**config.mk**
```make
export PLATFORM = sky130hd
export DESIGN_NAME = rc_serial_frame_decoder_core
export DESIGN_NICKNAME = d
export VERILOG_FILES = /design/src/design/rcsfd_pkg.sv /design/src/design/rcsfd_frame_decode.sv /design/src/design/rc_serial_frame_decoder_core.sv
export VERILOG_INCLUDE_DIRS = /design/src /design/src/design
export SDC_FILE = /design/constraint.sdc
export NUM_CORES = 1
export LEC_CHECK = 0
export ABC_AREA = 0
export BUFFER_PORTS_ARGS = -buffer_cell sky130_fd_sc_hd__buf_2
export CORE_UTILIZATION = 64
export DETAILED_ROUTE_END_ITERATION = 7
export HOLD_SLACK_MARGIN = 0.02
export PLACE_DENSITY = 0.85
export SKIP_CTS_REPAIR_TIMING = 1
export SYNTH_ARGS = -nofsm -noshare
export SYNTH_HDL_FRONTEND = slang
export SYNTH_SLANG_ARGS = --single-unit
```
**constraint.sdc**
```tcl
create_clock -name clk -period 7.2 [get_ports clk]
set_input_delay 1.08 -clock clk [delete_from_list [all_inputs] [get_ports clk]]
set_output_delay 1.08 -clock clk [all_outputs]
set_load 0.02 [all_outputs]
```
**src/design/assert_macros.svh**
```systemverilog
// Assertion macros for the RTL core.
`ifndef ASSERT_MACROS_SVH
`define ASSERT_MACROS_SVH

`ifndef SYNTHESIS
// Same-cycle implication, checked out of reset.
`define ASSERT_IMPLIES(label, clk, rst_n, ante, cons) \
    label: assert property (@(posedge clk) disable iff (!rst_n) (ante) |-> (cons)) \
        else $error("assertion failed: implication");
// Next-cycle implication, checked out of reset.
`define ASSERT_NEXT(label, clk, rst_n, ante, cons) \
    label: assert property (@(posedge clk) disable iff (!rst_n) (ante) |=> (cons)) \
        else $error("assertion failed: next-cycle implication");
`else
`define ASSERT_IMPLIES(label, clk, rst_n, ante, cons)
`define ASSERT_NEXT(label, clk, rst_n, ante, cons)
`endif

`endif

```
**src/design/rcsfd_pkg.sv**
```systemverilog
// Types and constants for the RC serial frame decoder.
package rcsfd_pkg;

    localparam int FRAME_BYTES = 14;
    localparam int POS_W       = $clog2(FRAME_BYTES + 1);
    localparam int IDX_W       = $clog2(FRAME_BYTES);
    localparam int NUM_CH      = 6;
    localparam int CH_W        = 10;
    localparam int CHECK_POS   = 12;
    localparam int GAIN_CH     = 4;

    localparam logic [7:0] SYNC_FIRST  = 8'h03;
    localparam logic [7:0] SYNC_SECOND = 8'h01;
    localparam logic [7:0] TAG_MASK    = 8'hFC;

    localparam logic ACT_BYTE = 1'b0;
    localparam logic ACT_TICK = 1'b1;

    // Channel carried by each slot; slot 0 in the low bits.
    localparam logic [NUM_CH-1:0][2:0] SLOT_CHANNEL =
        {3'd4, 3'd0, 3'd3, 3'd2, 3'd5, 3'd1};

    localparam logic [15:0]     TIMEOUT_LIMIT_RST  = 16'd100;
    localparam logic [CH_W-1:0] AUTO_THRESHOLD_RST = 10'd288;
    localparam logic [7:0]      CHECK_BYTE_RST     = 8'h18;
    localparam logic [15:0]     TICK_MAX           = 16'hFFFF;

    typedef enum logic [1:0] {
        REG_TIMEOUT_LIMIT  = 2'd0,
        REG_AUTO_THRESHOLD = 2'd1,
        REG_CHECK_BYTE     = 2'd2
    } cfg_reg_t;

    typedef struct packed {
        logic       action;
        logic [7:0] rx_byte;
    } in_word_t;

    typedef struct packed {
        logic            frame_decoded;
        logic [CH_W-1:0] throttle_value;
        logic [CH_W-1:0] right_value;
        logic [CH_W-1:0] rear_value;
        logic [CH_W-1:0] rudder_value;
        logic [CH_W-1:0] gain_value;
        logic [CH_W-1:0] left_value;
        logic            auto_mode;
        logic            timed_out;
    } out_word_t;

    typedef logic [NUM_CH-1:0][CH_W-1:0] chan_vec_t;

    typedef struct packed {
        logic      pass;
        chan_vec_t chan;
        logic      auto_flag;
    } dec_result_t;

endpackage

```
**src/design/rcsfd_frame_decode.sv**
```systemverilog
// Frame check and slot decode for one complete frame.
module rcsfd_frame_decode
    import rcsfd_pkg::*;
(
    input  logic [FRAME_BYTES-1:0][7:0] frame,
    input  logic [7:0]                  check_byte,
    input  logic [CH_W-1:0]             auto_threshold,
    input  chan_vec_t                   chan_cur,
    input  logic                        auto_cur,
    output dec_result_t                 result
);

    always_comb
    begin
        logic [7:0]      hi;
        logic [7:0]      lo;
        logic [2:0]      ch;
        logic [CH_W-1:0] v;
        result.pass      = (frame[CHECK_POS] == check_byte);
        result.chan      = chan_cur;
        result.auto_flag = auto_cur;
        // Slots are independent; each writes a distinct channel.
        for (int s = 0; s < NUM_CH; s++)
        begin
            hi = frame[2 * s];
            lo = frame[2 * s + 1];
            ch = SLOT_CHANNEL[s];
            v  = {hi[1:0], lo};
            if (result.pass && ((hi & TAG_MASK) == {3'b000, ch, 2'b00}))
            begin
                result.chan[ch] = v;
                if (ch == 3'(GAIN_CH))
                begin
                    result.auto_flag = (v <= auto_threshold);
                end
            end
        end
    end

endmodule

```
**src/design/rc_serial_frame_decoder_core.sv**
```systemverilog
// Top level of the RC serial frame decoder: input stage, step logic, result stage.
// An accepted word waits in the input register until the result register can take it.
// Throughput: one word per cycle while results are taken; the input register and the
//   result register let a new word in while a finished result waits to be taken.
// Reset: control, config, channel values, tick count and auto flag clear (config to
//   defaults); the frame buffer is not cleared and needs no clearing pass.
`include "assert_macros.svh"

module rc_serial_frame_decoder_core
    import rcsfd_pkg::*;
(
    input  logic      clk,
    input  logic      rst_n,
    // input words
    input  logic      in_valid,
    output logic      in_ready,
    input  in_word_t  in_data,
    // result words
    output logic      out_valid,
    input  logic      out_ready,
    output out_word_t out_data,
    // config writes
    input  logic        cfg_valid,
    output logic        cfg_ready,
    input  logic [1:0]  cfg_index,
    input  logic [15:0] cfg_data
);

    // ------------------------------------------------------------------
    // Handshake and pipeline control
    // ------------------------------------------------------------------
    logic      s1_valid_reg, s1_valid_next;
    in_word_t  s1_data_reg;
    logic      out_valid_reg, out_valid_next;
    out_word_t out_data_reg, out_data_next;
    logic      s1_fire;
    logic      in_fire;

    // Step the held word when the result slot is free or being emptied.
    assign s1_fire  = s1_valid_reg && (!out_valid_reg || out_ready);
    assign in_ready = !s1_valid_reg || s1_fire;
    assign in_fire  = in_valid && in_ready;

    assign s1_valid_next  = in_fire || (s1_valid_reg && !s1_fire);
    assign out_valid_next = s1_fire || (out_valid_reg && !out_ready);

    assign out_valid = out_valid_reg;
    assign out_data  = out_data_reg;
    assign cfg_ready = 1'b1;

    // ------------------------------------------------------------------
    // Config registers
    // ------------------------------------------------------------------
    logic [15:0]     timeout_limit_reg;
    logic [CH_W-1:0] auto_threshold_reg;
    logic [7:0]      check_byte_reg;

    always_ff @(posedge clk or negedge rst_n)
    begin
        if (!rst_n)
        begin
            timeout_limit_reg  <= TIMEOUT_LIMIT_RST;
            auto_threshold_reg <= AUTO_THRESHOLD_RST;
            check_byte_reg     <= CHECK_BYTE_RST;
        end
        else if (cfg_valid && cfg_ready)
        begin
            unique case (cfg_index)
                REG_TIMEOUT_LIMIT:  timeout_limit_reg  <= cfg_data;
                REG_AUTO_THRESHOLD: auto_threshold_reg <= cfg_data[CH_W-1:0];
                REG_CHECK_BYTE:     check_byte_reg     <= cfg_data[7:0];
                default:            ; // unused index, write dropped
            endcase
        end
    end

    // ------------------------------------------------------------------
    // Decoder state
    // ------------------------------------------------------------------
    logic [7:0]       store_reg [FRAME_BYTES];
    logic [POS_W-1:0] pos_reg, pos_next;
    logic [7:0]       prev_reg, prev_next;
    chan_vec_t        chan_reg, chan_next;
    logic [15:0]      tick_reg, tick_next;
    logic             auto_reg, auto_next;
    logic             store_we;
    logic             decode_now;

    logic [FRAME_BYTES-1:0][7:0] frame_bytes;
    dec_result_t                 dec;

    // Last frame byte comes straight from the word being stepped.
    always_comb
    begin
        for (int i = 0; i < FRAME_BYTES; i++)
        begin
            frame_bytes[i] = (i == FRAME_BYTES - 1) ? s1_data_reg.rx_byte : store_reg[i];
        end
    end

    rcsfd_frame_decode u_decode (
        .frame          (frame_bytes),
        .check_byte     (check_byte_reg),
        .auto_threshold (auto_threshold_reg),
        .chan_cur       (chan_reg),
        .auto_cur       (auto_reg),
        .result         (dec)
    );

    // One step of the decoder per fired word.
    always_comb
    begin
        logic b_is_sync;
        b_is_sync  = (s1_data_reg.rx_byte == SYNC_SECOND) && (prev_reg == SYNC_FIRST);
        pos_next   = pos_reg;
        prev_next  = prev_reg;
        chan_next  = chan_reg;
        tick_next  = tick_reg;
        auto_next  = auto_reg;
        store_we   = 1'b0;
        decode_now = 1'b0;

        if (s1_fire)
        begin
            if (s1_data_reg.action == ACT_TICK)
            begin
                if (tick_reg != TICK_MAX)
                begin
                    tick_next = tick_reg + 16'd1;
                end
            end
            else
            begin
                if (b_is_sync)
                begin
                    pos_next = '0;
                end
                else if (pos_reg < POS_W'(FRAME_BYTES))
                begin
                    // Bytes past a full frame are dropped until the next sync.
                    store_we = 1'b1;
                    pos_next = pos_reg + POS_W'(1);
                    if (pos_reg == POS_W'(FRAME_BYTES - 1))
                    begin
                        decode_now = dec.pass;
                    end
                end
                prev_next = s1_data_reg.rx_byte;
            end
        end

        if (decode_now)
        begin
            chan_next = dec.chan;
            auto_next = dec.auto_flag;
            tick_next = '0;
        end
    end

    // Result word reflects state after this step.
    always_comb
    begin
        out_data_next.frame_decoded  = decode_now;
        out_data_next.throttle_value = chan_next[0];
        out_data_next.right_value    = chan_next[1];
        out_data_next.rear_value     = chan_next[2];
        out_data_next.rudder_value   = chan_next[3];
        out_data_next.gain_value     = chan_next[4];
        out_data_next.left_value     = chan_next[5];
        out_data_next.auto_mode      = auto_next;
        out_data_next.timed_out      = (tick_next > timeout_limit_reg);
    end

    always_ff @(posedge clk or negedge rst_n)
    begin
        if (!rst_n)
        begin
            s1_valid_reg  <= 1'b0;
            out_valid_reg <= 1'b0;
            pos_reg       <= '0;
            prev_reg      <= '0;
            chan_reg      <= '0;
            tick_reg      <= '0;
            auto_reg      <= 1'b0;
        end
        else
        begin
            s1_valid_reg  <= s1_valid_next;
            out_valid_reg <= out_valid_next;
            pos_reg       <= pos_next;
            prev_reg      <= prev_next;
            chan_reg      <= chan_next;
            tick_reg      <= tick_next;
            auto_reg      <= auto_next;
        end
    end

    // Payload registers, no reset.
    always_ff @(posedge clk)
    begin
        if (in_fire)
        begin
            s1_data_reg <= in_data;
        end
        if (s1_fire)
        begin
            out_data_reg <= out_data_next;
        end
        if (store_we)
        begin
            store_reg[pos_reg[IDX_W-1:0]] <= s1_data_reg.rx_byte;
        end
    end

    // ------------------------------------------------------------------
    // Assertions
    // ------------------------------------------------------------------
    // A good frame clears the tick count, so it can never report a timeout.
    `ASSERT_IMPLIES(a_decode_not_timed_out, clk, rst_n, out_valid && out_data.frame_decoded, !out_data.timed_out)
    // Write position never runs past the end of the buffer.
    `ASSERT_IMPLIES(a_pos_in_range, clk, rst_n, 1'b1, pos_reg <= POS_W'(FRAME_BYTES))
    // Backpressure only when both stages hold a word.
    `ASSERT_IMPLIES(a_ready_low_full, clk, rst_n, !in_ready, s1_valid_reg && out_valid_reg)
    // A stepped word always lands in the result stage.
    `ASSERT_NEXT(a_fire_gives_result, clk, rst_n, s1_fire, out_valid_reg)

endmodule

```
* After elaboration in Yosys (flattened, before gate mapping)
Memory sizes are Yosys's and may differ from the RTL's.
Cells that the tools add are included.
** Storage, ports and cells
- Logic and storage cells :: 98
- Memory bits (writable) :: 112
- Register bits after elaboration :: 197
- Output and inout port bits :: 66
- Memories :: 1
** Memory list
- store_reg :: depth 14, width 8, read ports 13, clocked after memory_dff 0, wr ports 1, RTL line rc_serial_frame_decoder_core.sv:80 : logic [7:0] store_reg [FRAME_BYTES];
** Cells by class
- Bitwise logic cells :: 1
- $lt $le $gt $ge :: 3
- Mux-type cells :: 26
- Reduce and logical (&&, ||, !) cells :: 27
- Add/sub/neg operators :: 2
- Equal/unequal tests :: 12
** Operator list (count)
- 16-bit two-way mux :: 4
- 10-bit two-way mux :: 6
- 60-bit two-way mux :: 1
- 16-bit by 1-bit adder with 16-bit output, second input constant :: 1
- 16-bit > comparator :: 1
- 16-bit != test, second input constant :: 1
- 1-bit two-way mux :: 13
- 6-bit by 2-bit equality test with 1-bit output, second input constant :: 2
- 6-bit by 3-bit equality test with 1-bit output, second input constant :: 2
- 1-bit logical AND :: 11
- 10-bit <= comparator :: 1
- 8-bit by 1-bit equality test with 1-bit output, second input constant :: 1
- 8-bit by 2-bit equality test with 1-bit output, second input constant :: 1
- 8-bit equality test :: 1
- 8-bit zero test :: 1
- 4-bit two-way mux :: 2
- 2-bit AND reduction :: 4
- 6-bit by 1-bit equality test with 1-bit output, second input constant :: 1
- 4-bit by 1-bit adder with 4-bit output, second input constant :: 1
- 4-bit equality test, second input constant :: 1
- 1-bit zero test :: 4
- 1-bit logical OR :: 4
- 4-bit < comparator, second input constant :: 1
- 3-bit AND reduction :: 1
- 5 further kinds :: 5

* Depth between registers and ports, before layout
Gate-level depths: netlist of run 1.
An unclocked memory read counts as a cell.
- Depth after elaboration :: 9
- Depth in mapped cells :: 15
- Depth with buffers taken out :: 12

* Cells and area by module
From an unflattened synthesis of run 1, not the netlist that was laid out.
** Second synthesis, totals
- Cells, all modules :: 745
- Area, all modules :: 12030.3 µm²
** By module, submodules not included
- rc_serial_frame_decoder_core :: area each 10811.6 µm², seq. area each 8421.8 µm², cells an instance 615, times used 1
- rcsfd_frame_decode :: area each 1218.7 µm², seq. area each 0.0 µm², cells an instance 130, times used 1

* Worst setup path before layout of run 1
Ideal clock, no wire load.
- Path type :: input to register
- Start point :: input out_ready
- End point :: register out_data_reg, in the netlist out_data[0], data pin
- Data arrival time :: 3.464 ns
- Library setup time :: 0.264 ns
- Stages :: 13
- Slack :: 3.472 ns
- Data required time :: 6.936 ns
- Cell sequence :: nor2b_1 nor3b_2 and4b_1 buf_2 and2_2 buf_2 buf_4 nor2_1 ha_1 a21o_1 a21o_1 a211oi_1 a21oi_1
** RTL lines
- from (decl) :: RTL line rc_serial_frame_decoder_core.sv:20 : input logic out_ready,
- to (signal assigned) :: RTL line rc_serial_frame_decoder_core.sv:207 : out_data_reg <= out_data_next;
- to (decl) :: RTL line rc_serial_frame_decoder_core.sv:35 : out_word_t out_data_reg, out_data_next;

==> impl_metrics.ini, run 1 <==
[layout]
largest_reg_flops = 104
diodes = 0
fin_util = 0.7581
area_growth_pct = 15.13
drive_gt1_frac = 0.3103
fin_nets = 865

[worst_setup_path]
rr_endpoint = out_data[0]
worst_setup_path_start_kind = register
required_ns = 7.50
cp.arrival_ns = 4.30
critPathKind = register to register
reg2reg_depth = 11
cp-end-kind = register
crit_path_max_fanout = 17
cp_common_cell = a21oi_1
crit_chain = nor4b_1 > and4_1 > and4b_1 > and2_2 > nor2_1 > ha_1 > a21o_1 > a21oi_1 > nor2b_1 > o31ai_1 > a21oi_1
cp_slowest_cell = edfxtp_1
timing.rr.start = frame_bytes[105]
ff2ff_setup_slack_ns = 3.20
crit_path_max_incr_delay_ns = 0.85

[clocking]
cts_buffers = 29
htreeDepth = 1
clock-sinks = 301
worstSkewPairLatency_ns = 0.55
cts_tree = yes
ctsRootBufferMaster = clkbuf_16
clk_pin_slew_ns = 0.06
cts_buffer_depth = 3

[die]
die_w_um = 135.6
io_pins = 98
die_area_um2 = 18400
fp-row-count = 48
start_util = 0.6585
core_area_um2 = 17360
die-height_um = 135.6

[synth]
synth_async_sr_flop_share = 0.4153
synth_cells = 685
post-synth-top-count-cell = edfxtp_1
seq_area_frac_synth = 0.7368
synth_ff_type = edfxtp_1
yosysWarnings = 0
synth_fp_nets = 748
netlist.top_cell.by_area = edfxtp_1
yosysTopAreaCellShare = 0.4624
synth-seq-cells = 301
synth_area_um2 = 11430
synth_enable_flop_cells = 176
yosys-top-cells-count = 176 x edfxtp_1, 118 x dfrtp_1, 80 x mux2_2
synth_top_cells_by_area = edfxtp_1 46%, dfrtp_1 26%, mux2_2 7.9%
syn_area_per_cell_um2 = 16.69
yosysUniqueCellTypes = 54

[sta]
worst_clock_skew_ns = 0.01039
slew_violations = 0
period_minus_slack_ns = 4.003
period_share = 0.5559
fin_tns_setup_ns = 0
tightestPinTransition_ns = 1.253
rsz0062_at_grt = false
setup_viol = 0
hold_viol_final = 0
slew_headroom = 0.1581
clock.fmax_mhz = 249.8

[routing]
post_drt_wl_per_cell_um = 20.25
drc = 0
viasPerCell = 5.774
dr.pass1.iters = 5
wirelength_um = 21260
ant_nets = 0
route.vias.total = 6063
drtIter0Drc = 422

[place]
gp_congestion = 0.8433
dpl.hpwl_um = 13260
port_buffers = 96

[grt]
grt_use_met1 = 0.3213
grt_overflow = 0
met2_usage = 0.4152
use_met3 = 0.03442
busiest_layer = met2
gr-usage-all-layers = 0.2427
grt_pass1_wl_um = 33760
grt_start_max_net_pins = 71
antenna_found_initial = 0
grt_pass1_vias = 6428

[flow_run]
cap_viol_max_count = 0

[worst_hold_path]
min_to = chan_reg[41]
holdCritPathClass = register to register
holdPathStages = 1
worst_hold_startpoint = chan_reg[41]

[status]
status = complete, no violations

[power]
p_per_area_nw_per_um2 = 302.8
peakVddDrop_v = 0.0002185
p_total_mw = 3.985
leakagePower_nw = 5.540
## critical path, delay by kind of cell, from the launching register on
kind,cells,cell delay (ns)
compound gates,4,0.70
fa+ha+maj,1,0.30
simple gates,6,1.89
flops,1,0.85
## where the power goes
group	leakage, nW	internal, mW	switching, mW
combinational	1.77	0.144	0.221
clock	0.488	0.922	0.639
sequential	3.28	1.96	0.100
total	5.54	3.02	0.960
## layer usage
| layer | up-vias | share of wire |
|---|---|---|
| li1 | 2761 | - |
| met1 | 3054 | 0.42 |
| met2 | 202 | 0.51 |
| met3 | 46 | 0.051 |
| met4 | 0 | 0.024 |
| met5 | - | 0 |
## cell usage in the layout (no fill, tap or decap), types with 3 or more instances in the layout
cell type	count
clkbuf_8	3
nor3_1	10
a21o_1	4
dfrtp_1	118
xnor2_1	18
clkbuf_16	29
edfxtp_1	176
nor4b_1	7
buf_4	6
clkinv_2	4
dfstp_2	7
nand2_1	29
and3_1	3
a21oi_1	12
buf_2	95
nand4_4	5
nor2b_1	4
ha_1	31
nor4_1	12
inv_1	29
mux2_4	10
nand3_1	11
nor2_1	32
o21ai_0	19
clkbuf_1	5
nand4_1	11
mux2_2	80
clkinv_1	4
nand2b_1	7
bufinv_16	4
## worst max-delay path by stage
stage,startpoint,to,depth (start not counted)
finish,frame_bytes[105],out_data[0],11
global route,frame_bytes[105],out_data[0],11
CTS,frame_bytes[104],out_data[0],11
detailed placement,out_ready,out_data[0],13
global placement,out_ready,out_data[0],13
floorplan,out_ready,out_data[0],13
## per-stage QoR
step / worst slack (ns) / hold slack [ns] / area (µm²) / std cells
floorplan: 3.472 / 0.4652 / 11430 / 685
finish: 3.197 / 0.4932 / 13160 / 1050
global route: 3.028 / 0.5070 / 13160 / 1050
CTS: 3.231 / 0.4949 / 13160 / 1050
global placement: 3.024 / 0.4778 / 12160 / 996
detailed placement: 2.941 / 0.4821 / 12160 / 996
## logic make-up after synthesis
family / share of synthesized area
flops: 0.7368
fa+ha+maj: 0.03394
mux: 0.09370
buf+inv: 0.01620
simple gates: 0.08057
compound gates: 0.02387
xor+xnor: 0.01456
other cells: 0.0003281
## area by class of cell
| cell class | count | area, µm² |
|---|---|---|
| Timing Repair Buffer | 101 | 520.5 |
| Tap cell | 225 | 281.5 |
| Clock inverter | 17 | 211.5 |
| Clock buffer | 37 | 785.8 |
| Sequential cell | 301 | 8422 |
| Multi-Input combinational cell | 340 | 2829 |
| Inverter | 29 | 108.9 |
| Fill cell | 951 | 4198 |
Power figures use the tool's default switching activity.
==> run 2, diff against run 1 <==
--- a/config.mk
+++ b/config.mk
@@ -8,10 +8,10 @@
 export LEC_CHECK = 0
 export ABC_AREA = 0
 export BUFFER_PORTS_ARGS = -buffer_cell sky130_fd_sc_hd__buf_2
-export CORE_UTILIZATION = 64
+export CORE_UTILIZATION = 53
 export DETAILED_ROUTE_END_ITERATION = 7
 export HOLD_SLACK_MARGIN = 0.02
-export PLACE_DENSITY = 0.85
+export PLACE_DENSITY = 0.75
 export SKIP_CTS_REPAIR_TIMING = 1
 export SYNTH_ARGS = -nofsm -noshare
 export SYNTH_HDL_FRONTEND = slang
==> constraint.sdc (replaced) <==
create_clock -name clk -period 3.21 [get_ports clk]
set_input_delay 0.4815 -clock clk [delete_from_list [all_inputs] [get_ports clk]]
set_output_delay 0.4815 -clock clk [all_outputs]
set_load 0.02 [all_outputs]
==> impl_metrics.ini, run 2 (synthesis gave the netlist of run 1 again) <==
[worst_setup_path]
startpoint = frame_bytes[110]
worst_setup_path_start_kind = register
cp_common_cell = a21oi_1
crit_path_max_incr_delay_ns = 0.40
cp.arrival_ns = 3.28
cpLargestDelayFamily = simple AND/OR/NAND/NOR gates
cp_num_buf_inv = 0
timing.rr.start = frame_bytes[110]
cp_slowest_cell = nor3_1
required_ns = 3.50
critPathKind = register to register
crit_chain = nor4b_1 > and4_1 > and4b_1 > and2_2 > nor3_1 > ha_1 > nand4_1 > a21oi_1 > a211oi_1 > a21oi_1
cp-end-kind = register
crit_path_max_fanout = 17

[grt]
grt_overflow = 0
use_met3 = 0.02599
gr-usage-all-layers = 0.1942
antenna_found_initial = 0
grt_use_met1 = 0.2640
grt_pass1_wl_um = 33170
busiest_layer = met2
grt_pass1_vias = 6229
grt_start_max_net_pins = 66
met2_usage = 0.3271

[layout]
final_cell_mix = 176 x edfxtp_1, 118 x dfrtp_1, 95 x buf_2
drive_gt1_frac = 0.3159
area_growth_pct = 16.30
largest_reg_flops = 104
final_common_cell = edfxtp_1
diodes = 0
fin_nets = 882
n_fill_cell = 1482

[routing]
drtIter0Drc = 362
drc = 0
route.vias.total = 5970
post_drt_wl_per_cell_um = 18.44
viasPerCell = 5.345
ant_nets = 0
wirelength_um = 20600
dr.pass1.iters = 5

[power]
leakagePower_nw = 5.589
internal_power_mw = 6.623
p_switching_mw = 2.058
clkPwrFrac = 0.375
combinationalPowerShare = 0.100
p_per_area_nw_per_um2 = 653.1
power_frac_seq = 0.526
swShare = 0.2371
peakVddDrop_v = 0.0003898
p_total_mw = 8.681

[clocking]
htreeDepth = 1
worstSkewPairLatency_ns = 0.55
clk_pin_slew_ns = 0.06
cts_tree = yes
cts_buffers = 29
cts_buffer_depth = 3
clock-sinks = 301
ctsRootBufferMaster = clkbuf_16

[sta]
rsz0062_at_grt = false
hold_viol_final = 0
worst_clock_skew_ns = 0.009750
period_minus_slack_ns = 2.996
hold_slack_ns = 0.01262
setup_viol = 0
clock.fmax_mhz = 333.7
tightestPinTransition_ns = 0.8537
slew_headroom = 0.4284
slew_violations = 0
fin_tns_setup_ns = 0
period_share = 0.9334

[status]
status = complete, no violations

[worst_hold_path]
holdCritPathClass = input port to async pin

[place]
gp_congestion = 0.8225
dpl.hpwl_um = 13580
port_buffers = 96

[die]
die_area_um2 = 22160
die_w_um = 148.9
fp-row-count = 53
core_area_um2 = 21090
start_util = 0.5420
die-height_um = 148.9
io_pins = 98

[flow_run]
cap_viol_max_count = 0
## run 2: layout make-up
class | count | area (µm²) | share of cell area
multi-input combinational | 340 | 2829 | 0.2128
clock inverter | 9 | 110.1 | 0.008283
tap | 275 | 344.1 | 0.02588
sequential | 301 | 8422 | 0.6336
clock buffer | 45 | 805.8 | 0.06062
inverter | 29 | 108.9 | 0.008189
timing repair buffer | 118 | 673.1 | 0.05064
## run 2: metal layers
metal / wire length [µm] / share of wire
met4: 450 / 0.022
met3: 1053 / 0.051
met2: 10170 / 0.49
met1: 8927 / 0.43
met5: 0 / 0
## run 2: power groups by stage
stage | Sequential [mW] | Combinational [mW] | Clock (mW)
floorplan | 4.65 | 0.534 | 0
global placement | 4.62 | 0.822 | 0
detailed placement | 4.64 | 0.871 | 0
CTS | 4.56 | 0.876 | 3.30
global route | 4.60 | 0.966 | 3.48
finish | 4.56 | 0.865 | 3.25
## run 2: path summary, 6_finish.rpt
path	slack, ns	to	cells past startpoint
worst min register to register	0.50	chan_reg[25]	1
worst max-delay path	0.21	out_data[0]	10
worst max register to register	0.21	out_data[0]	10
worst min-delay path	0.01	timeout_limit_reg[11]	1
max in group asynchronous	2.31	auto_threshold_reg[8]	2
min in group clk	0.11	frame_bytes[104]	1
## run 2: through the flow
| step | std cells | cell area [µm²] | util | setup slack (ns) |
|---|---|---|---|---|
| floorplan | 685 | 11440 | - | 0.01282 |
| global placement | 1063 | 12380 | 0.5869 | 0.2691 |
| detailed placement | 1063 | 12380 | 0.5869 | 0.1825 |
| CTS | 1117 | 13290 | 0.6304 | 0.2392 |
| global route | 1117 | 13290 | 0.6304 | 0.03627 |
| finish | 1117 | 13290 | 0.6304 | 0.2137 |
## run 2: worst reg2reg max path: cells and delay by family, from the launching register on
kind	cells	cell delay, ns
flops	1	0.39
compound gates	3	0.43
fa+ha+maj	1	0.31
simple gates	6	1.62
==> run 3, diff against run 2 <==
--- a/config.mk
+++ b/config.mk
@@ -8,10 +8,9 @@
 export LEC_CHECK = 0
 export ABC_AREA = 0
 export BUFFER_PORTS_ARGS = -buffer_cell sky130_fd_sc_hd__buf_2
-export CORE_UTILIZATION = 53
+export CORE_UTILIZATION = 40
 export DETAILED_ROUTE_END_ITERATION = 7
 export HOLD_SLACK_MARGIN = 0.02
-export PLACE_DENSITY = 0.75
 export SKIP_CTS_REPAIR_TIMING = 1
 export SYNTH_ARGS = -nofsm -noshare
 export SYNTH_HDL_FRONTEND = slang
==> impl_metrics.ini, run 3 (synthesis gave the netlist of run 1 again) <==
[status]
status = finished, violations left
failed_checks = hold timing

[sta]
worst_slack_ns = 0.2719
slew_violations = 0
period_share = 0.9153
rsz0062_at_grt = false
fin_tns_setup_ns = 0
slew_headroom = 0.4852
tightestPinTransition_ns = 0.7689
hold_slack_ns = -0.01085
clock.fmax_mhz = 340.4
worst_clock_skew_ns = 0.01513
setup_viol = 0
period_minus_slack_ns = 2.938
hold_viol_final = 8

[die]
io_pins = 98
die_w_um = 171.0
start_util = 0.4092
core_area_um2 = 27930
fp-row-count = 61
die_area_um2 = 29250
die-height_um = 171.0

[grt]
grt_overflow = 0
gr-usage-all-layers = 0.1510
grt_pass1_wl_um = 33970
grt_pass1_vias = 6179
grt_start_max_net_pins = 76
antenna_found_initial = 0

[worst_setup_path]
crit_path_max_incr_delay_ns = 0.42
cp_slowest_cell = dfrtp_1
worst_setup_path_start_kind = register
critPathKind = register to register
ff2ff_setup_slack_ns = 0.27
cp-end-kind = register
required_ns = 3.50
crit_path_max_fanout = 11
crit_chain = ha_1 > nand3_1 > nor4_4 > buf_4 > nor4b_2 > xnor2_1 > nor2_1 > ha_1 > a21o_1 > a21oi_1 > nor2b_1 > o31ai_2 > a21oi_1
cp.arrival_ns = 3.23

[clocking]
cts_buffers = 31
clock-sinks = 301
clk_pin_slew_ns = 0.06
ctsRootBufferMaster = clkbuf_16
cts_tree = yes
htreeDepth = 1
cts_buffer_depth = 3
worstSkewPairLatency_ns = 0.55

[routing]
dr.pass1.iters = 4
post_drt_wl_per_cell_um = 17.27
drtIter0Drc = 281
route.vias.total = 5915
drc = 0
wirelength_um = 21170
viasPerCell = 4.825
ant_nets = 0

[flow_run]
cap_viol_max_count = 0

[layout]
n_fill_cell = 2464
stdcell_count = 1226
drive_gt1_frac = 0.3290
final_cell_mix = 176 x edfxtp_1, 118 x dfrtp_1, 95 x buf_2
diodes = 0
fin_nets = 887
largest_reg_flops = 104
area_growth_pct = 18.25
final_common_cell = edfxtp_1

[place]
dpl.hpwl_um = 13640
gp_congestion = 0.7987
place_ws_ns = 0.08846
port_buffers = 96
place_inst = 1169

[power]
leakagePower_nw = 5.639
peakVddDrop_v = 0.0004110
p_per_area_nw_per_um2 = 650.4

[worst_hold_path]
holdCritPathClass = input port to async pin
==> run 3: final timing paths <==
kind / startpoint / to / depth (start not counted)
max: tick_reg[0] / out_data[0] / 13
min: rst_n / chan_reg[30] / 1
max reg2reg: tick_reg[0] / out_data[0] / 13
min reg2reg: store_reg[9][1] / chan_reg[1] / 1
max in group asynchronous: rst_n / auto_threshold_reg[8] / 2
min in group clk: in_data[8] / s1_data_reg[8] / 1
==> run 3: layout make-up <==
cell class,count,area (µm²),share of cell area
Sequential cell,301,8422,0.6231
Multi-Input combinational cell,340,2869,0.2123
Clock buffer,45,868.3,0.06425
Timing Repair Buffer,121,683.2,0.05055
Tap cell,378,473.0,0.03499
Inverter,29,108.9,0.008054
Clock inverter,12,91.34,0.006758
==> run 3: power by group <==
part | internal, mW | switching, mW | total [mW]
Sequential | 4.39 | 0.154 | 4.55
Combinational | 0.346 | 0.538 | 0.885
Clock | 1.95 | 1.41 | 3.36
Total | 6.69 | 2.10 | 8.79
==> run 3: layer usage <==
metal	routed length, µm	part of all wire	global-route usage
met3	760	0.036	0.02568
met5	0	0	0
met2	9885	0.47	0.2441
met4	332	0.016	0.03455
met1	10200	0.48	0.2129
==> run 3: per-stage QoR <==
step	total power, mW	cell area [µm²]	utilization
6_report	8.790	13520	0.4838
5_1_grt	9.184	13520	0.4838
4_1_cts	8.893	13480	0.4824
3_5_place_dp	5.514	12520	0.4480
3_3_place_gp	5.486	12520	0.4480
2_1_floorplan	5.186	11440	-
==> run 3: critical path: cells and delay by family, from the launching register on <==
family	cells	cell delay, ns
AO/OA/AOI/OAI	4	0.68
XOR/XNOR	1	0.15
adder cells (fa/ha/maj)	2	0.52
buffers and inverters	1	0.18
flip-flops	1	0.42
AND/OR/NAND/NOR	5	0.73
